### config.mk
export PLATFORM = sky130hd
export DESIGN_NAME = sdbm_string_hash_top
export DESIGN_NICKNAME = d
export VERILOG_FILES = /design/src/design/sdbm_pkg.sv /design/src/design/sdbm_mod_unit.sv /design/src/design/sdbm_string_hash_top.sv
export SDC_FILE = /design/constraint.sdc
export NUM_CORES = 1
export LEC_CHECK = 0
export BUFFER_PORTS_ARGS = -buffer_cell sky130_fd_sc_hd__buf_4
export CAP_MARGIN = 20
export CORE_ASPECT_RATIO = 1.75
export CORE_MARGIN = 2
export CORE_UTILIZATION = 30
export DETAILED_ROUTE_END_ITERATION = 6
export HOLD_SLACK_MARGIN = 0.1
export PLACE_DENSITY_LB_ADDON = 0.12
export SETUP_SLACK_MARGIN = 0.3
export SYNTH_ARGS = -nofsm -noshare
export SYNTH_HDL_FRONTEND = slang
export SYNTH_SLANG_ARGS = --single-unit
### constraint.sdc
create_clock -name i_clk -period 5.4 [get_ports i_clk]
set_clock_uncertainty 0.05 [all_clocks]
set_input_delay 0.27 -clock i_clk [delete_from_list [all_inputs] [get_ports i_clk]]
set_output_delay 0.27 -clock i_clk [all_outputs]
set_load 0.1 [all_outputs]
### src/design/sdbm_pkg.sv
// Shared types and constants for the SDBM string hash block.
// Used by sdbm_mod_unit and sdbm_string_hash_top; no dependencies.
package sdbm_pkg;

    localparam int C_HASH_W = 64;
    localparam int C_SIZE_W = 31;
    localparam int C_CNT_W  = $clog2(C_HASH_W);

    // Status of the remainder unit.
    typedef struct packed {
        logic busy;
        logic done;
    } t_mod_stat;

endpackage

### src/design/sdbm_mod_unit.sv
// Bit-serial restoring remainder unit: 64-bit dividend modulo a 31-bit divisor.
// Takes one dividend bit per cycle. Depends on sdbm_pkg.
module sdbm_mod_unit (
    input  logic                          i_clk,
    input  logic                          i_rst_n,
    input  logic                          i_start,
    input  logic [sdbm_pkg::C_HASH_W-1:0] i_dividend,
    input  logic [sdbm_pkg::C_SIZE_W-1:0] i_divisor,
    output sdbm_pkg::t_mod_stat           o_stat,
    output logic [sdbm_pkg::C_SIZE_W-1:0] o_rem
);

    localparam logic [sdbm_pkg::C_CNT_W-1:0] C_ITER_LAST =
        sdbm_pkg::C_CNT_W'(sdbm_pkg::C_HASH_W - 1);

    logic                          r_busy;
    logic                          r_done;
    logic [sdbm_pkg::C_CNT_W-1:0]  r_cnt;
    logic [sdbm_pkg::C_HASH_W-1:0] r_dvd;
    logic [sdbm_pkg::C_SIZE_W-1:0] r_rem;
    logic [sdbm_pkg::C_SIZE_W-1:0] r_div;

    logic [sdbm_pkg::C_SIZE_W:0]   trial;
    logic [sdbm_pkg::C_SIZE_W:0]   diff;
    logic                          fits;
    logic [sdbm_pkg::C_SIZE_W-1:0] n_rem;

    // The partial remainder stays below the divisor, so one compare and
    // subtract per bit keeps it in range.
    always_comb begin
        trial = {r_rem, r_dvd[sdbm_pkg::C_HASH_W-1]};
        diff  = trial - {1'b0, r_div};
        fits  = (trial >= {1'b0, r_div});
        n_rem = fits ? diff[sdbm_pkg::C_SIZE_W-1:0] : trial[sdbm_pkg::C_SIZE_W-1:0];
    end

    always_ff @(posedge i_clk) begin
        if (!i_rst_n) begin
            r_busy <= 1'b0;
            r_done <= 1'b0;
            r_cnt  <= '0;
        end else begin
            r_done <= 1'b0;
            if (i_start) begin
                r_busy <= 1'b1;
                r_cnt  <= '0;
            end else if (r_busy) begin
                r_cnt <= r_cnt + 1'b1;
                if (r_cnt == C_ITER_LAST) begin
                    r_busy <= 1'b0;
                    r_done <= 1'b1;
                end
            end
        end
    end

    always_ff @(posedge i_clk) begin
        if (i_start) begin
            r_dvd <= i_dividend;
            r_div <= i_divisor;
            r_rem <= '0;
        end else if (r_busy) begin
            r_dvd <= {r_dvd[sdbm_pkg::C_HASH_W-2:0], 1'b0};
            r_rem <= n_rem;
        end
    end

    assign o_stat.busy = r_busy;
    assign o_stat.done = r_done;
    assign o_rem       = r_rem;

`ifndef SYNTHESIS
    a_start_busy: assert property (@(posedge i_clk) disable iff (!i_rst_n)
        i_start |=> r_busy)
        else $error("remainder unit did not start");
    a_last_done: assert property (@(posedge i_clk) disable iff (!i_rst_n)
        (r_busy && !i_start && r_cnt == C_ITER_LAST) |=> (r_done && !r_busy))
        else $error("remainder unit did not finish after the last bit");
    a_rem_range: assert property (@(posedge i_clk) disable iff (!i_rst_n)
        r_done |-> (r_rem < r_div))
        else $error("remainder not below divisor");
`endif

endmodule

### src/design/sdbm_string_hash_top.sv
// Top level of the SDBM string hash block: sequencer, byte fold and output word.
// Depends on sdbm_pkg and sdbm_mod_unit.
//
// Usage. The input channel carries one word per byte of a name. A word with
// first_of_name set restarts the 64-bit running hash from the sign-extended
// seed; every word that is not marked no_chars folds its byte in as
// h = byte + (h << 6) + (h << 16) - h. With fold_case set, a-z are hashed as A-Z.
// The word marked last_of_name produces one output word: the hash modulo
// table_size, or the full 64-bit hash when table_size is zero.
// Timing: a word that does not end a name passes through S_FOLD back to S_IDLE.
// A word that ends a name goes from S_FOLD to S_OUT when table_size is zero; with
// a nonzero table_size it waits in S_MOD while the bit-serial remainder unit
// takes one dividend bit per cycle. The input is not ready while a word is in hand.
// The output register holds a finished word while the receiver stalls; the block
// accepts further input meanwhile and stalls only if a second result is ready
// before the first is taken. The configuration channel is always ready; the user
// must see that it is written only while idle; the block does not enforce this.
// Synchronous reset clears the running hash, both registers and all control.
module sdbm_string_hash_top (
    input  logic                          i_clk,
    input  logic                          i_rst_n,
    // Configuration write channel.
    input  logic                          i_cfg_valid,
    output logic                          o_cfg_ready,
    input  logic [7:0]                    i_cfg_index,
    input  logic [31:0]                   i_cfg_data,
    // Input channel.
    input  logic                          i_in_valid,
    output logic                          o_in_ready,
    input  logic [7:0]                    i_char_byte,
    input  logic                          i_first_of_name,
    input  logic                          i_last_of_name,
    input  logic                          i_no_chars,
    input  logic signed [31:0]            i_seed,
    // Output channel.
    output logic                          o_out_valid,
    input  logic                          i_out_ready,
    output logic [sdbm_pkg::C_HASH_W-1:0] o_hash_value
);

    localparam logic [7:0] C_REG_FOLD_CASE  = 8'd0;
    localparam logic [7:0] C_REG_TABLE_SIZE = 8'd1;

    localparam int         C_SHIFT_A  = 6;
    localparam int         C_SHIFT_B  = 16;
    localparam logic [7:0] C_LOWER_A  = 8'h61;
    localparam logic [7:0] C_LOWER_Z  = 8'h7a;
    localparam logic [7:0] C_UPPER_A  = 8'h41;
    localparam logic [7:0] C_CASE_GAP = C_LOWER_A - C_UPPER_A;

    localparam logic [1:0] S_IDLE = 2'd0;
    localparam logic [1:0] S_FOLD = 2'd1;
    localparam logic [1:0] S_MOD  = 2'd2;
    localparam logic [1:0] S_OUT  = 2'd3;

    logic [1:0]                    r_state;
    logic                          r_fold_case;
    logic [sdbm_pkg::C_SIZE_W-1:0] r_table_size;
    logic [sdbm_pkg::C_HASH_W-1:0] r_hash;
    logic [7:0]                    r_byte;
    logic                          r_first;
    logic                          r_last;
    logic                          r_empty;
    logic [31:0]                   r_seed;
    logic [sdbm_pkg::C_HASH_W-1:0] r_res;
    logic                          r_out_valid;
    logic [sdbm_pkg::C_HASH_W-1:0] r_out_hash;

    logic                          in_accept;
    logic                          out_free;
    logic                          mod_start;
    sdbm_pkg::t_mod_stat           mod_stat;
    logic [sdbm_pkg::C_SIZE_W-1:0] mod_rem;
    logic [7:0]                    byte_used;
    logic [sdbm_pkg::C_HASH_W-1:0] h_base;
    logic [sdbm_pkg::C_HASH_W-1:0] h_fold;
    logic [sdbm_pkg::C_HASH_W-1:0] n_hash;

    assign in_accept = i_in_valid && o_in_ready;
    assign out_free  = !r_out_valid || i_out_ready;
    assign mod_start = (r_state == S_FOLD) && r_last && (r_table_size != '0);

    // Byte fold of the held word. The seed is sign-extended to the hash width.
    always_comb begin
        byte_used = r_byte;
        if (r_fold_case && (r_byte inside {[C_LOWER_A:C_LOWER_Z]})) begin
            byte_used = r_byte - C_CASE_GAP;
        end
        h_base = r_first ? {{(sdbm_pkg::C_HASH_W - 32){r_seed[31]}}, r_seed} : r_hash;
        h_fold = (h_base << C_SHIFT_A) + (h_base << C_SHIFT_B) - h_base
               + {{(sdbm_pkg::C_HASH_W - 8){1'b0}}, byte_used};
        n_hash = r_empty ? h_base : h_fold;
    end

    // Configuration registers.
    always_ff @(posedge i_clk) begin
        if (!i_rst_n) begin
            r_fold_case  <= 1'b0;
            r_table_size <= '0;
        end else if (i_cfg_valid && o_cfg_ready) begin
            case (i_cfg_index)
                C_REG_FOLD_CASE:  r_fold_case  <= i_cfg_data[0];
                C_REG_TABLE_SIZE: r_table_size <= i_cfg_data[sdbm_pkg::C_SIZE_W-1:0];
                default: ;
            endcase
        end
    end

    // Sequencer and running hash.
    always_ff @(posedge i_clk) begin
        if (!i_rst_n) begin
            r_state     <= S_IDLE;
            r_hash      <= '0;
            r_out_valid <= 1'b0;
        end else begin
            if (i_out_ready) begin
                r_out_valid <= 1'b0;
            end
            case (r_state)
                S_IDLE: begin
                    if (in_accept) begin
                        r_state <= S_FOLD;
                    end
                end
                S_FOLD: begin
                    r_hash <= n_hash;
                    if (!r_last) begin
                        r_state <= S_IDLE;
                    end else if (mod_start) begin
                        r_state <= S_MOD;
                    end else begin
                        r_state <= S_OUT;
                    end
                end
                S_MOD: begin
                    if (mod_stat.done) begin
                        r_state <= S_OUT;
                    end
                end
                S_OUT: begin
                    if (out_free) begin
                        r_out_valid <= 1'b1;
                        r_state     <= S_IDLE;
                    end
                end
                default: r_state <= S_IDLE;
            endcase
        end
    end

    // Payload registers.
    always_ff @(posedge i_clk) begin
        if (in_accept) begin
            r_byte  <= i_char_byte;
            r_first <= i_first_of_name;
            r_last  <= i_last_of_name;
            r_empty <= i_no_chars;
            r_seed  <= i_seed;
        end
        if (r_state == S_FOLD) begin
            r_res <= n_hash;
        end else if (r_state == S_MOD && mod_stat.done) begin
            r_res <= {{(sdbm_pkg::C_HASH_W - sdbm_pkg::C_SIZE_W){1'b0}}, mod_rem};
        end
        if (r_state == S_OUT && out_free) begin
            r_out_hash <= r_res;
        end
    end

    sdbm_mod_unit u_mod (
        .i_clk      (i_clk),
        .i_rst_n    (i_rst_n),
        .i_start    (mod_start),
        .i_dividend (n_hash),
        .i_divisor  (r_table_size),
        .o_stat     (mod_stat),
        .o_rem      (mod_rem)
    );

    assign o_cfg_ready  = 1'b1;
    assign o_in_ready   = (r_state == S_IDLE);
    assign o_out_valid  = r_out_valid;
    assign o_hash_value = r_out_hash;

`ifndef SYNTHESIS
    a_accept_fold: assert property (@(posedge i_clk) disable iff (!i_rst_n)
        in_accept |=> (r_state == S_FOLD))
        else $error("accepted word not folded next cycle");
    a_out_hold: assert property (@(posedge i_clk) disable iff (!i_rst_n)
        (r_state == S_OUT && r_out_valid && !i_out_ready) |=>
        (r_state == S_OUT && o_out_valid))
        else $error("result dropped while output stalled");
    a_mod_owned: assert property (@(posedge i_clk) disable iff (!i_rst_n)
        mod_stat.busy |-> (r_state == S_MOD))
        else $error("remainder unit busy outside its state");
`endif

endmodule
# Word-level counts from Yosys, hierarchy flattened
# Cells that the tools add are included.
# word_totals
ramBits	0
mem_bits_ro	0
regBits	404
n_memories	0
latch_bits	0
word_cells	77
output_inout_bits	67
input_bits	88
# op_classes
bitwise_logic	2
div_mod_pow	0
n_eq_ne	8
magnitude_cmp	3
reduce_logical	19
n_shift	0
n_mux	21
add_sub_neg	6
n_mul	0
# op_table
op	n
two-way mux 64 bit	6
adder 64 bit	1
adder 64 x 8 -> 64 bit	1
subtractor 64 bit	1
greater-or-equal comparator 32 x 31 -> 1 bit	1
two-way mux 31 bit	1
nonzero test 31 bit	1
subtractor 31 bit	1
== test 8 x 1 -> 1 bit (second input constant)	1
greater-or-equal comparator 8 x 7 -> 1 bit (second input constant)	1
less-or-equal comparator 8 x 7 -> 1 bit (second input constant)	1
zero test 8 bit	1
two-way mux 1 bit	8
two-way mux 2 bit	4
two-way mux 8 bit	1
case mux 2 bit (4 select lines)	1
subtractor 8 x 6 -> 8 bit (second input constant)	1
logical AND 1 bit	7
adder 6 x 1 -> 6 bit (second input constant)	1
== test 6 bit (second input constant)	1
== test 2 bit (second input constant)	2
!= test 2 x 1 -> 1 bit (second input constant)	2
AND reduction 2 bit	2
nonzero test 2 bit	2
other kinds (9)	10

# Longest topological paths before layout
# Gate-level depths: netlist of run 1.
# logic_depth
ltp_word	7
depth_mapped	21
depth_no_buf	18

# Hierarchy
# A second synthesis of run 1 with hierarchy kept.
# unflattened
cells_unflattened	2388
area_unflattened_um2	23417.5
# by_module_without_submodules
mod	seq_area_each_um2	instances	cells_per_inst	area_each_um2
sdbm_string_hash_top	7116.8	1	1748	16389.5
sdbm_mod_unit	3633.5	1	640	7028.0

# Worst setup path after synthesis of run 1
# OpenSTA, ideal clock, no wires.
# synth_timing
path_type	register to register
startpoint	register r_first
endpoint	register u_mod.r_dvd[52] (netlist bit), data pin
n_path_buf	3
path_stages_with_launch	18
path_slack_ps	523
required_time_ps	5033
setup_time_ps	317
arrival_time_ps	4510
synth_period_minus_slack_ps	4877
cell_sequence	edfxtp_1 > clkbuf_1 > clkbuf_1 > buf_2 > mux2i_1 > inv_1 > fa_1 > inv_1 > ha_1 > nand2_1 > or3_4 > nor4_2 > a22o_1 > o21ai_1 > a21oi_4 > a21oi_1 > o311ai_2 > a21oi_1
# synth_via
elab_chain_len	6
# synth_rtl
item	line	source
start, declared	sdbm_string_hash_top.sv:61	logic r_first;
start signal, assigned	sdbm_string_hash_top.sv:155	r_first <= i_first_of_name;
two-way mux 64 bit *	sdbm_string_hash_top.sv:89	h_base = r_first ? {{(sdbm_pkg::C_HASH_W - 32){r_seed[31]}}, r_seed} : r_hash;
adder 64 bit	sdbm_string_hash_top.sv:90	h_fold = (h_base << C_SHIFT_A) + (h_base << C_SHIFT_B) - h_base
subtractor 64 bit	sdbm_string_hash_top.sv:90	
adder 64 x 8 -> 64 bit	sdbm_string_hash_top.sv:91	+ {{(sdbm_pkg::C_HASH_W - 8){1'b0}}, byte_used};
two-way mux 64 bit *	sdbm_string_hash_top.sv:92	n_hash = r_empty ? h_base : h_fold;
two-way mux 64 bit *	sdbm_mod_unit.sv:58	if (i_start) begin
end signal, assigned	sdbm_mod_unit.sv:59	r_dvd <= i_dividend;
end signal, assigned	sdbm_mod_unit.sv:63	r_dvd <= {r_dvd[sdbm_pkg::C_HASH_W-2:0], 1'b0};
end, declared	sdbm_mod_unit.sv:19	logic [sdbm_pkg::C_HASH_W-1:0] r_dvd;
# Mark *: on every way between the ends. The rest lies on a longest branch, timed or not.
# A chain may end at the register's enable or synchronous reset.

# Worst setup path after layout of run 1
# layout_timing
startpoint	register r_first
endpoint	register u_mod.r_dvd[57] (netlist bit), data pin
# Same word-level chain as after synthesis.

==> summary.txt, run 1 <==
status: completed
H-tree levels: 2
DR WL/cell: 21.8 um
syn nets: 2664
Iter 0 DRT Violations: 938
Placed Area: 26000 um^2
Rel. slew slack: 32.4%
final instance area: 28300 um^2
FF-to-FF setup slack: 530 ps
area grow syn2layout: 21.7%
largest net degree at the start of global routing: 94
input/output buffers: 152
pre-CTS WS: 398 ps
total grt overflow: 0
final worst slack: 527 ps
RSZ-0062 raised after global routing: no
CTS sink cnt: 404
worst path required time: 5670 ps
Register-to-Register Path Depth: 17
Std-Cell Core Area: 77000 um^2
post-synthesis sequential area ratio: 46.3%
first-pass GRT wire length: 121000 um
nature of the critical path endpoint: flop
Max Freq: 0.205 GHz
via count: 18500
nets@finish: 2929
most common cell after layout, fill and taps aside: a21oi_1
antenna-violating nets left: 0
crit path DAT: 5140 ps
Total GRT Usage: 20.4%
Critical Path Fanout Max: 20
top_reg_cell synth: edfxtp_1
CTS tree: built
synth top area cells: edfxtp_1 (34%), dfxtp_1 (12%), a21oi_1 (6.1%), ha_1 (5.9%), fa_1 (4.4%)
origin of the critical flop-to-flop path: r_first$_DFFE_PP_
leading area contributor after synthesis: edfxtp_1
Hold Vio Cnt, Final: 0
Static Leak: 0.0119 uW
drt via density: 4.95
routed wire length: 81500 um
Distinct cells, synth: 93
Mapped Area: 23200 um^2
worst hold stages: 4
number of global-route vias before repair: 19300
routability cong.: 0.932
Initial Util: 30.2%
crit path kind: flop to flop
Yosys top cell area share: 34.4%
Antenna Cells: 0
asr flop ratio synth: 0%
Worst Setup Start Kind: flop
Tcrit/Tclk final: 90.2%
Root Driver: clkbuf_16
number of flops mapped to enable cells by yosys: 266
commonest cells after routing, fill and taps aside: a21oi_1 (282), edfxtp_1 (266), buf_4 (262)
initial antenna violation count: 1
Seq cells post-synth: 404
Least-Margin Pin Slew: 1010 ps
IO Pins: 155
Std-Cell Rows: 135
Syn Area/Cell: 9.61 um^2
Power Dens Cells: 449 nW/um^2
DR DRC count: 0
hold_sp: i_in_valid
Die X: 214 um
clk slew on worst S/H paths: 60 ps
Slew Limit Fails: 0
die area: 79700 um^2
post-synthesis cell count: 2416
Max IR drop VDD: 0.257 mV
hold path endpoint: r_state[0]$_SDFFE_PN0P_
Hold WC Path Type: input port to flop
share of layout cells above drive strength 1: 15.2%
YS warnings: 0
DRT Pass-1 Iters: 5
clock buffer depth: 3
clock latency reported for the late side of the worst-skew pair: 590 ps
Final TNS setup: 0 ps
cts bufs inserted: 41
dpl hpwl: 63200 um
height of the die: 372 um
Final Setup Violations: 0
Final min period: 4870 ps
MaxCap Viol Count: 0
Crit Reg-Reg Endpoint: u_mod.r_dvd[57]$_DFFE_PP_
==> report_power, final <==
group	switching (uW)	leakage [uW]	internal, uW	total [uW]
Sequential	235	0.00352	3620	3850
Clock	1310	0.000661	1670	2980
Combinational	3750	0.00771	2120	5860
Total	5290	0.0119	7410	12700
==> timing repair <==
action / in CTS / in global routing
setup endpoints to repair: 0 / 25
hold endpoints to repair: 77 / 0
setup buffers: 0 / 1
hold buffers: 76 / 0
gates resized for setup: 0 / 13
==> per-layer routing <==
| metal | global-route usage (%) | vias to the layer above | wire length (um) |
|---|---|---|---|
| li1 | - | 9037 | - |
| met1 | 20.1 | 8969 | 29100 |
| met2 | 41.4 | 386 | 45600 |
| met3 | 2.08 | 138 | 2020 |
| met4 | 10.8 | 0 | 4780 |
| met5 | 0 | - | 0 |
==> cell type report <==
type	instances	area (um^2)
sequential	404	10800
clock inverter	20	243
tap	1027	1280
multi-input combinational	1672	11200
fill	7932	48800
timing repair buffer	347	2900
clock buffer	56	1120
inverter	215	807
==> worst max-delay path, cell delays in order, from the launching register on <==
cell,delay (ps)
edfxtp_1,370
buf_12,200
clkinv_1,240
buf_4,280
a21oi_1,300
inv_1,140
fa_1,510
inv_1,40
ha_1,380
nand2_1,200
o21a_1,270
o21ai_0,150
a21o_1,210
a21o_1,200
a221o_1,370
o21bai_2,240
xnor2_1,320
a21oi_1,130
==> registers in the layout, summed over array words and instances, names as in the netlist, 6 cells and up, named ones only <==
register      cells
o_hash_value     64
r_hash           64
r_res            64
u_mod.r_dvd      64
r_byte            8
r_table_size     31
u_mod.r_cnt       6
u_mod.r_div      31
u_mod.o_rem      31
r_seed           32
==> cell families after synthesis <==
logic type	synth area share, %
multiplexers	2.99
buffers and inverters	5.96
other	0.0161
adder cells (fa/ha/maj)	10.3
flip-flops	46.3
AO/OA/AOI/OAI	19.1
XOR/XNOR	3.05
AND/OR/NAND/NOR	12.3
==> synth_stat cells, types with 16 or more instances <==
cell and n:
nand4_1 22, nand3_1 34, and3_1 16, edfxtp_1 266
o21ai_1 17, ha_1 109, mux2i_1 51, nor2_1 203
xor2_1 27, fa_1 51, xnor2_1 54, a21o_1 64
o21bai_1 18, a21oi_1 284, nor3_1 26, a211oi_1 36
clkbuf_1 86, dfxtp_1 138, inv_1 212, o21ai_0 179
nor2b_1 18, nand2_1 256
==> worst max-delay path by stage <==
stage	from	to	slack [ps]	cells past startpoint
after floorplan	r_first$_DFFE_PP_	u_mod.r_dvd[52]$_DFFE_PP_	520	17
after global placement	r_first$_DFFE_PP_	r_res[59]$_SDFFCE_PN0P_	410	15
after detailed placement	r_first$_DFFE_PP_	u_mod.r_dvd[44]$_DFFE_PP_	400	17
after global routing	r_byte[4]$_DFFE_PP_	r_res[56]$_SDFFCE_PN0P_	300	17
final	r_first$_DFFE_PP_	u_mod.r_dvd[57]$_DFFE_PP_	530	17
after CTS	r_first$_DFFE_PP_	u_mod.r_dvd[44]$_DFFE_PP_	360	17
==> metrics by stage <==
stage / util (%) / power, uW / cells / hold slack (ps)
5_1_grt: 36.7 / 13400 / 3741 / 199
2_1_floorplan: - / 7410 / 2416 / 319
3_3_place_gp: 33.8 / 9720 / 3586 / 351
6_report: 36.7 / 12700 / 3741 / 153
4_1_cts: 36.6 / 12800 / 3738 / 116
3_5_place_dp: 33.8 / 9730 / 3586 / 355
(Power assumes the default switching activity.)
==> run 2, diff against run 1 <==
--- a/config.mk
+++ b/config.mk
@@ -12,7 +12,7 @@
 export CORE_UTILIZATION = 30
 export DETAILED_ROUTE_END_ITERATION = 6
 export HOLD_SLACK_MARGIN = 0.1
-export PLACE_DENSITY_LB_ADDON = 0.12
+export PLACE_DENSITY_LB_ADDON = 0.08
 export SETUP_SLACK_MARGIN = 0.3
 export SYNTH_ARGS = -nofsm -noshare
 export SYNTH_HDL_FRONTEND = slang
==> summary.txt, run 2 (same netlist as run 1, synthesis figures left out) <==
Tcrit/Tclk final: 89.8% (was 90.2%)
Final Setup Violations: 0 (unchanged)
Max IR drop VDD: 0.219 mV (was 0.257 mV)
final core occ: 36.9% (was 36.7%)
Worst Setup Start Kind: flop (unchanged)
via count: 18600 (was 18500)
clk slew on worst S/H paths: 60 ps (about the same)
cell count along the critical path: 17 (unchanged)
FF-to-FF setup slack: 550 ps (was 530 ps)
origin of the critical flop-to-flop path: r_first$_DFFE_PP_ (unchanged)
CTS tree: built (unchanged)
Root Driver: clkbuf_16 (unchanged)
nets@finish: 2941 (was 2929)
initial antenna violation count: 1 (unchanged)
Register-to-Register Path Depth: 17 (unchanged)
Hold Vio Cnt, Final: 0 (unchanged)
Std-Cell Rows: 135 (unchanged)
Power Dens Cells: 451 nW/um^2 (was 449 nW/um^2)
input/output buffers: 152 (unchanged)
antenna-violating nets left: 0 (unchanged)
Final min period: 4850 ps (was 4870 ps)
routed wire length: 84900 um (was 81500 um)
Max Freq: 0.206 GHz (was 0.205 GHz)
CTS sink cnt: 404 (unchanged)
Buf/Inv on CP: 5 (unchanged)
Crit Reg-Reg Endpoint: r_res[50]$_SDFFCE_PN0P_ (was u_mod.r_dvd[57]$_DFFE_PP_)
DRT Pass-1 Iters: 7 (was 5)
Rel. slew slack: 32.9% (was 32.4%)
Critical Path Fanout Max: 29 (was 20)
cts bufs inserted: 41 (unchanged)
largest net degree at the start of global routing: 71 (was 94)
delay-heaviest family, CP: adder cells (was compound AO/OA/AOI/OAI gates)
die area: 79700 um^2 (unchanged)
hold_sp: i_cfg_index[0] (was i_in_valid)
H-tree levels: 2 (unchanged)
clock latency reported for the late side of the worst-skew pair: 610 ps (was 590 ps)
IO Pins: 155 (unchanged)
clock buffer depth: 3 (unchanged)
total grt overflow: 0 (unchanged)
Total GRT Usage: 21.1% (was 20.4%)
Die X: 214 um (unchanged)
Static Leak: 0.0120 uW (was 0.0119 uW)
crit path DAT: 5100 ps (was 5140 ps)
commonest cells after routing, fill and taps aside: a21oi_1 (279), buf_4 (276), edfxtp_1 (266) (was a21oi_1 (282), edfxtp_1 (266), buf_4 (262))
RSZ-0062 raised after global routing: yes (was no)
Hold WC Path Type: input port to flop (unchanged)
status: completed (unchanged)
first-pass GRT wire length: 123000 um (was 121000 um)
number of global-route vias before repair: 19400 (was 19300)
dpl hpwl: 66500 um (was 63200 um)
most common cell after layout, fill and taps aside: a21oi_1 (unchanged)
DR DRC count: 0 (unchanged)
Antenna Cells: 0 (unchanged)
Critical Path Slowest Stage Cell: fa_1 (unchanged)
Slew Limit Fails: 0 (unchanged)
worst path required time: 5650 ps (was 5670 ps)
Placed Area: 26100 um^2 (was 26000 um^2)
drt via density: 4.95 (about the same)
crit-path max cell delay: 540 ps (was 510 ps)
routability cong.: 0.949 (was 0.932)
share of layout cells above drive strength 1: 16.0% (was 15.2%)
Critical Path Most Common Cell: buf_4
Final TNS setup: 0 ps (unchanged)
MaxCap Viol Count: 0 (unchanged)
Initial Util: 30.2% (unchanged)
final instance area: 28400 um^2 (was 28300 um^2)
height of the die: 372 um (unchanged)
nature of the critical path endpoint: flop (unchanged)
DR WL/cell: 22.6 um (was 21.8 um)
area grow syn2layout: 22.4% (was 21.7%)
Least-Margin Pin Slew: 1010 ps (about the same)
critical path, cell by cell: buf_12 -> buf_4 -> mux2_2 -> fa_1 -> inv_1 -> ha_1 -> nand2_1 -> or3_4 -> a21oi_2 -> o2111ai_2 -> a211o_1 -> nand3_1 -> o31ai_1 -> buf_4 -> mux2i_4 -> buf_4 -> a21oi_1 (was buf_12 -> clkinv_1 -> buf_4 -> a21oi_1 -> inv_1 -> fa_1 -> inv_1 -> ha_1 -> nand2_1 -> o21a_1 -> o21ai_0 -> a21o_1 -> a21o_1 -> a221o_1 -> o21bai_2 -> xnor2_1 -> a21oi_1)
crit path kind: flop to flop (unchanged)
worst hold stages: 4 (unchanged)
Iter 0 DRT Violations: 972 (was 938)
hold path endpoint: r_table_size[0]$_SDFFE_PN0P_ (was r_state[0]$_SDFFE_PN0P_)
Std-Cell Core Area: 77000 um^2 (unchanged)
## run 2: repair_timing
action                     CTS  global route
pin swaps                    0             5
gates resized for setup      1            22
setup endpoints to repair    1            33
hold buffers                77             0
setup buffers                1             2
hold endpoints to repair    84             0
## run 2: stage by stage
stage,worst slack (ps),hold WS (ps),cells,total power (uW)
final,550,114,3752,12800
after global placement,96.3,351,3595,9830
after detailed placement,108,355,3595,9830
after global routing,271,138,3752,13500
after CTS,325,102,3748,12900
after floorplan,523,319,2416,7410
## run 2: worst max-delay path by stage
stage / endpoint / slack (ps) / startpoint
4_1_cts: r_res[53]$_SDFFCE_PN0P_ / 330 / r_first$_DFFE_PP_
3_5_place_dp: r_res[62]$_SDFFCE_PN0P_ / 110 / r_first$_DFFE_PP_
2_1_floorplan: u_mod.r_dvd[52]$_DFFE_PP_ / 520 / r_first$_DFFE_PP_
5_1_grt: r_res[50]$_SDFFCE_PN0P_ / 270 / r_first$_DFFE_PP_
3_3_place_gp: r_res[62]$_SDFFCE_PN0P_ / 100 / r_first$_DFFE_PP_
6_report: r_res[50]$_SDFFCE_PN0P_ / 550 / r_first$_DFFE_PP_
## run 2: final cells by class
cell class              instances  area (um^2)
clock inverters                21          259
fillers                      7920        48600
clock buffers                  54         1110
repair buffers                359         2980
multi-input cells            1672        11200
flip-flops and latches        404        10800
inverters                     215          807
well taps                    1027         1280
## run 2: per-layer routing
layer	GRT usage, %	vias to the layer above	wire length [um]
met2	42.6	426	47100
met1	20.5	8919	29800
met4	12.3	0	5510
met3	2.08	143	2550
met5	0	-	0
li1	-	9075	-
## run 2: tightest hold or removal path: stages
cell     delay [ps]
buf_4            90
nand2_1         170
nand2_1         120
a21oi_1          60
## run 2: power breakdown
| group | switching, uW | internal (uW) |
|---|---|---|
| sequential | 234 | 3620 |
| combinational | 3850 | 2160 |
| clock | 1300 | 1670 |
==> run 3, diff against run 2 <==
--- a/config.mk
+++ b/config.mk
@@ -13,6 +13,7 @@
 export DETAILED_ROUTE_END_ITERATION = 6
 export HOLD_SLACK_MARGIN = 0.1
 export PLACE_DENSITY_LB_ADDON = 0.08
+export RECOVER_POWER = 25
 export SETUP_SLACK_MARGIN = 0.3
 export SYNTH_ARGS = -nofsm -noshare
 export SYNTH_HDL_FRONTEND = slang
==> summary.txt, run 3 (same netlist as run 1, synthesis figures left out) <==
area grow syn2layout: 21.7% (was 22.4%)
antenna-violating nets left: 0 (unchanged)
drt via density: 4.95 (about the same)
FF-to-FF setup slack: 550 ps (about the same)
Std-Cell Core Area: 77000 um^2 (unchanged)
input/output buffers: 152 (unchanged)
largest net degree at the start of global routing: 71 (unchanged)
Final TNS setup: 0 ps (unchanged)
Critical Path Most Common Cell: a21oi_1 (was buf_4)
number of global-route vias before repair: 19400 (unchanged)
Root Driver: clkbuf_16 (unchanged)
crit path kind: flop to flop (unchanged)
Max IR drop VDD: 0.218 mV (was 0.219 mV)
Least-Margin Pin Slew: 1250 ps (was 1010 ps)
Std-Cell Rows: 135 (unchanged)
first-pass GRT wire length: 123000 um (unchanged)
Critical Path Slowest Stage Cell: fa_1 (unchanged)
DR WL/cell: 22.6 um (about the same)
total grt overflow: 0 (unchanged)
nature of the critical path endpoint: flop (unchanged)
via count: 18600 (about the same)
status: completed (unchanged)
initial antenna violation count: 1 (unchanged)
met3 Use GR: 2.08% (unchanged)
Iter 0 DRT Violations: 989 (was 972)
Final Setup Violations: 0 (unchanged)
CTS sink cnt: 404 (unchanged)
most common cell after layout, fill and taps aside: a21oi_1 (unchanged)
commonest cells after routing, fill and taps aside: a21oi_1 (279), edfxtp_1 (266), nand2_1 (253) (was a21oi_1 (279), buf_4 (276), edfxtp_1 (266))
DR DRC count: 0 (unchanged)
M1 GR Usage: 20.5% (unchanged)
critical path, cell by cell: buf_12 -> and2_1 -> buf_4 -> a21oi_1 -> inv_1 -> fa_1 -> inv_1 -> ha_1 -> a21oi_1 -> o21bai_1 -> a21o_1 -> a21oi_1 -> o21ai_0 -> a21boi_1 -> o21bai_1 -> a41oi_1 -> buf_4 -> xor2_1 -> o22ai_1 (was buf_12 -> buf_4 -> mux2_2 -> fa_1 -> inv_1 -> ha_1 -> nand2_1 -> or3_4 -> a21oi_2 -> o2111ai_2 -> a211o_1 -> nand3_1 -> o31ai_1 -> buf_4 -> mux2i_4 -> buf_4 -> a21oi_1)
Hold Vio Cnt, Final: 0 (unchanged)
Total GRT Usage: 21.1% (unchanged)
Critical Path Fanout Max: 29 (unchanged)
Slew Limit Fails: 0 (unchanged)
Hold WC Path Type: input port to flop (unchanged)
die area: 79700 um^2 (unchanged)
fill count: 7964 (was 7920)
placed cell count: 3595 (unchanged)
nets@finish: 2941 (unchanged)
MaxCap Viol Count: 0 (unchanged)
GRT met2 Usage: 42.6% (unchanged)
Initial Util: 30.2% (unchanged)
clk slew on worst S/H paths: 60 ps (about the same)
clock latency reported for the late side of the worst-skew pair: 610 ps (about the same)
crit path DAT: 5120 ps (was 5100 ps)
height of the die: 372 um (unchanged)
Final min period: 4850 ps (about the same)
Worst Setup Start Kind: flop (unchanged)
final core occ: 36.7% (was 36.9%)
Tcrit/Tclk final: 89.9% (was 89.8%)
share of layout cells above drive strength 1: 14.3% (was 16.0%)
clock buffer depth: 3 (unchanged)
RSZ-0062 raised after global routing: yes (unchanged)
Pwr Total: 12800 uW (about the same)
H-tree levels: 2 (unchanged)
CTS tree: built (unchanged)
IO Pins: 155 (unchanged)
dpl hpwl: 66500 um (unchanged)
routability cong.: 0.949 (unchanged)
Power Dens Cells: 454 nW/um^2 (was 451 nW/um^2)
final std cells w/o fill: 3753 (was 3752)
Static Leak: 0.0118 uW (was 0.0120 uW)
Rel. slew slack: 16.8% (was 32.9%)
global route hottest layer: met2 (unchanged)
Die X: 214 um (unchanged)
crit-path max cell delay: 640 ps (was 540 ps)
routed wire length: 84800 um (was 84900 um)
cts bufs inserted: 41 (unchanged)
Max Freq: 0.206 GHz (about the same)
worst path required time: 5660 ps (was 5650 ps)
DRT Pass-1 Iters: 5 (was 7)
## run 3: cell types whose count changed in the layout (fill, tap and decap cells not counted), sizes merged
| cell | before | now |
|---|---|---|
| clkbuf | 55 | 144 |
| diode | 0 | 1 |
| buf | 281 | 192 |
## run 3: worst paths after layout
| check | endpoint | from | cells after the start |
|---|---|---|---|
| worst min register to register | o_hash_value[57]$_DFFE_PP_ | r_res[57]$_SDFFCE_PN0P_ | 0 |
| worst max register to register | r_res[56]$_SDFFCE_PN0P_ | r_first$_DFFE_PP_ | 19 |
| worst min-delay path | r_table_size[0]$_SDFFE_PN0P_ | i_cfg_index[0] | 4 |
| worst max-delay path | r_res[56]$_SDFFCE_PN0P_ | r_first$_DFFE_PP_ | 19 |
## run 3: area by class of cell
| class | instances | area, um^2 | share of cell area, % |
|---|---|---|---|
| multi-input cells | 1672 | 11200 | 39.8 |
| flip-flops and latches | 404 | 10800 | 38.0 |
| repair buffers | 359 | 2800 | 9.92 |
| well taps | 1027 | 1280 | 4.55 |
| clock buffers | 54 | 1110 | 3.94 |
| inverters | 215 | 807 | 2.86 |
| clock inverters | 21 | 259 | 0.916 |
| diodes | 1 | 2.50 | 0.00885 |
## run 3: power breakdown
group          internal [uW]  total [uW]  switching [uW]
Clock                   1670        2980            1310
Sequential              3620        3850             232
Combinational           2150        6010            3850
## run 3: through the flow
step	cell area, um^2	setup WS (ps)	hold WS, ps
after floorplan	23200	523	319
after global placement	26100	96.3	351
after detailed placement	26100	108	355
after CTS	28300	325	102
after global routing	28300	271	138
final	28300	547	112
## run 3: layer usage
layer,up-vias,share of wire (%),wire length [um]
met5,-,0,0
met4,0,6.4,5440
met3,140,2.9,2430
met2,428,56,47100
met1,8941,35,29800
li1,9075,-,-
## run 3: worst max-delay path, delay by kind of cell (launching register included)
| kind | cells | cell delay (ps) |
|---|---|---|
| AO/OA/AOI/OAI | 10 | 1870 |
| XOR/XNOR | 1 | 190 |
| adder cells (fa/ha/maj) | 2 | 1050 |
| buffers and inverters | 5 | 760 |
| flip-flops | 1 | 410 |
| AND/OR/NAND/NOR | 1 | 190 |
## run 3: timing repair
item                       CTS  global route
setup buffers                1             2
resized for setup            1            22
pin swaps                    0             5
setup endpoints to repair    1            33
hold buffers                77             0
gates cloned                 0             0
hold endpoints to repair    84             0
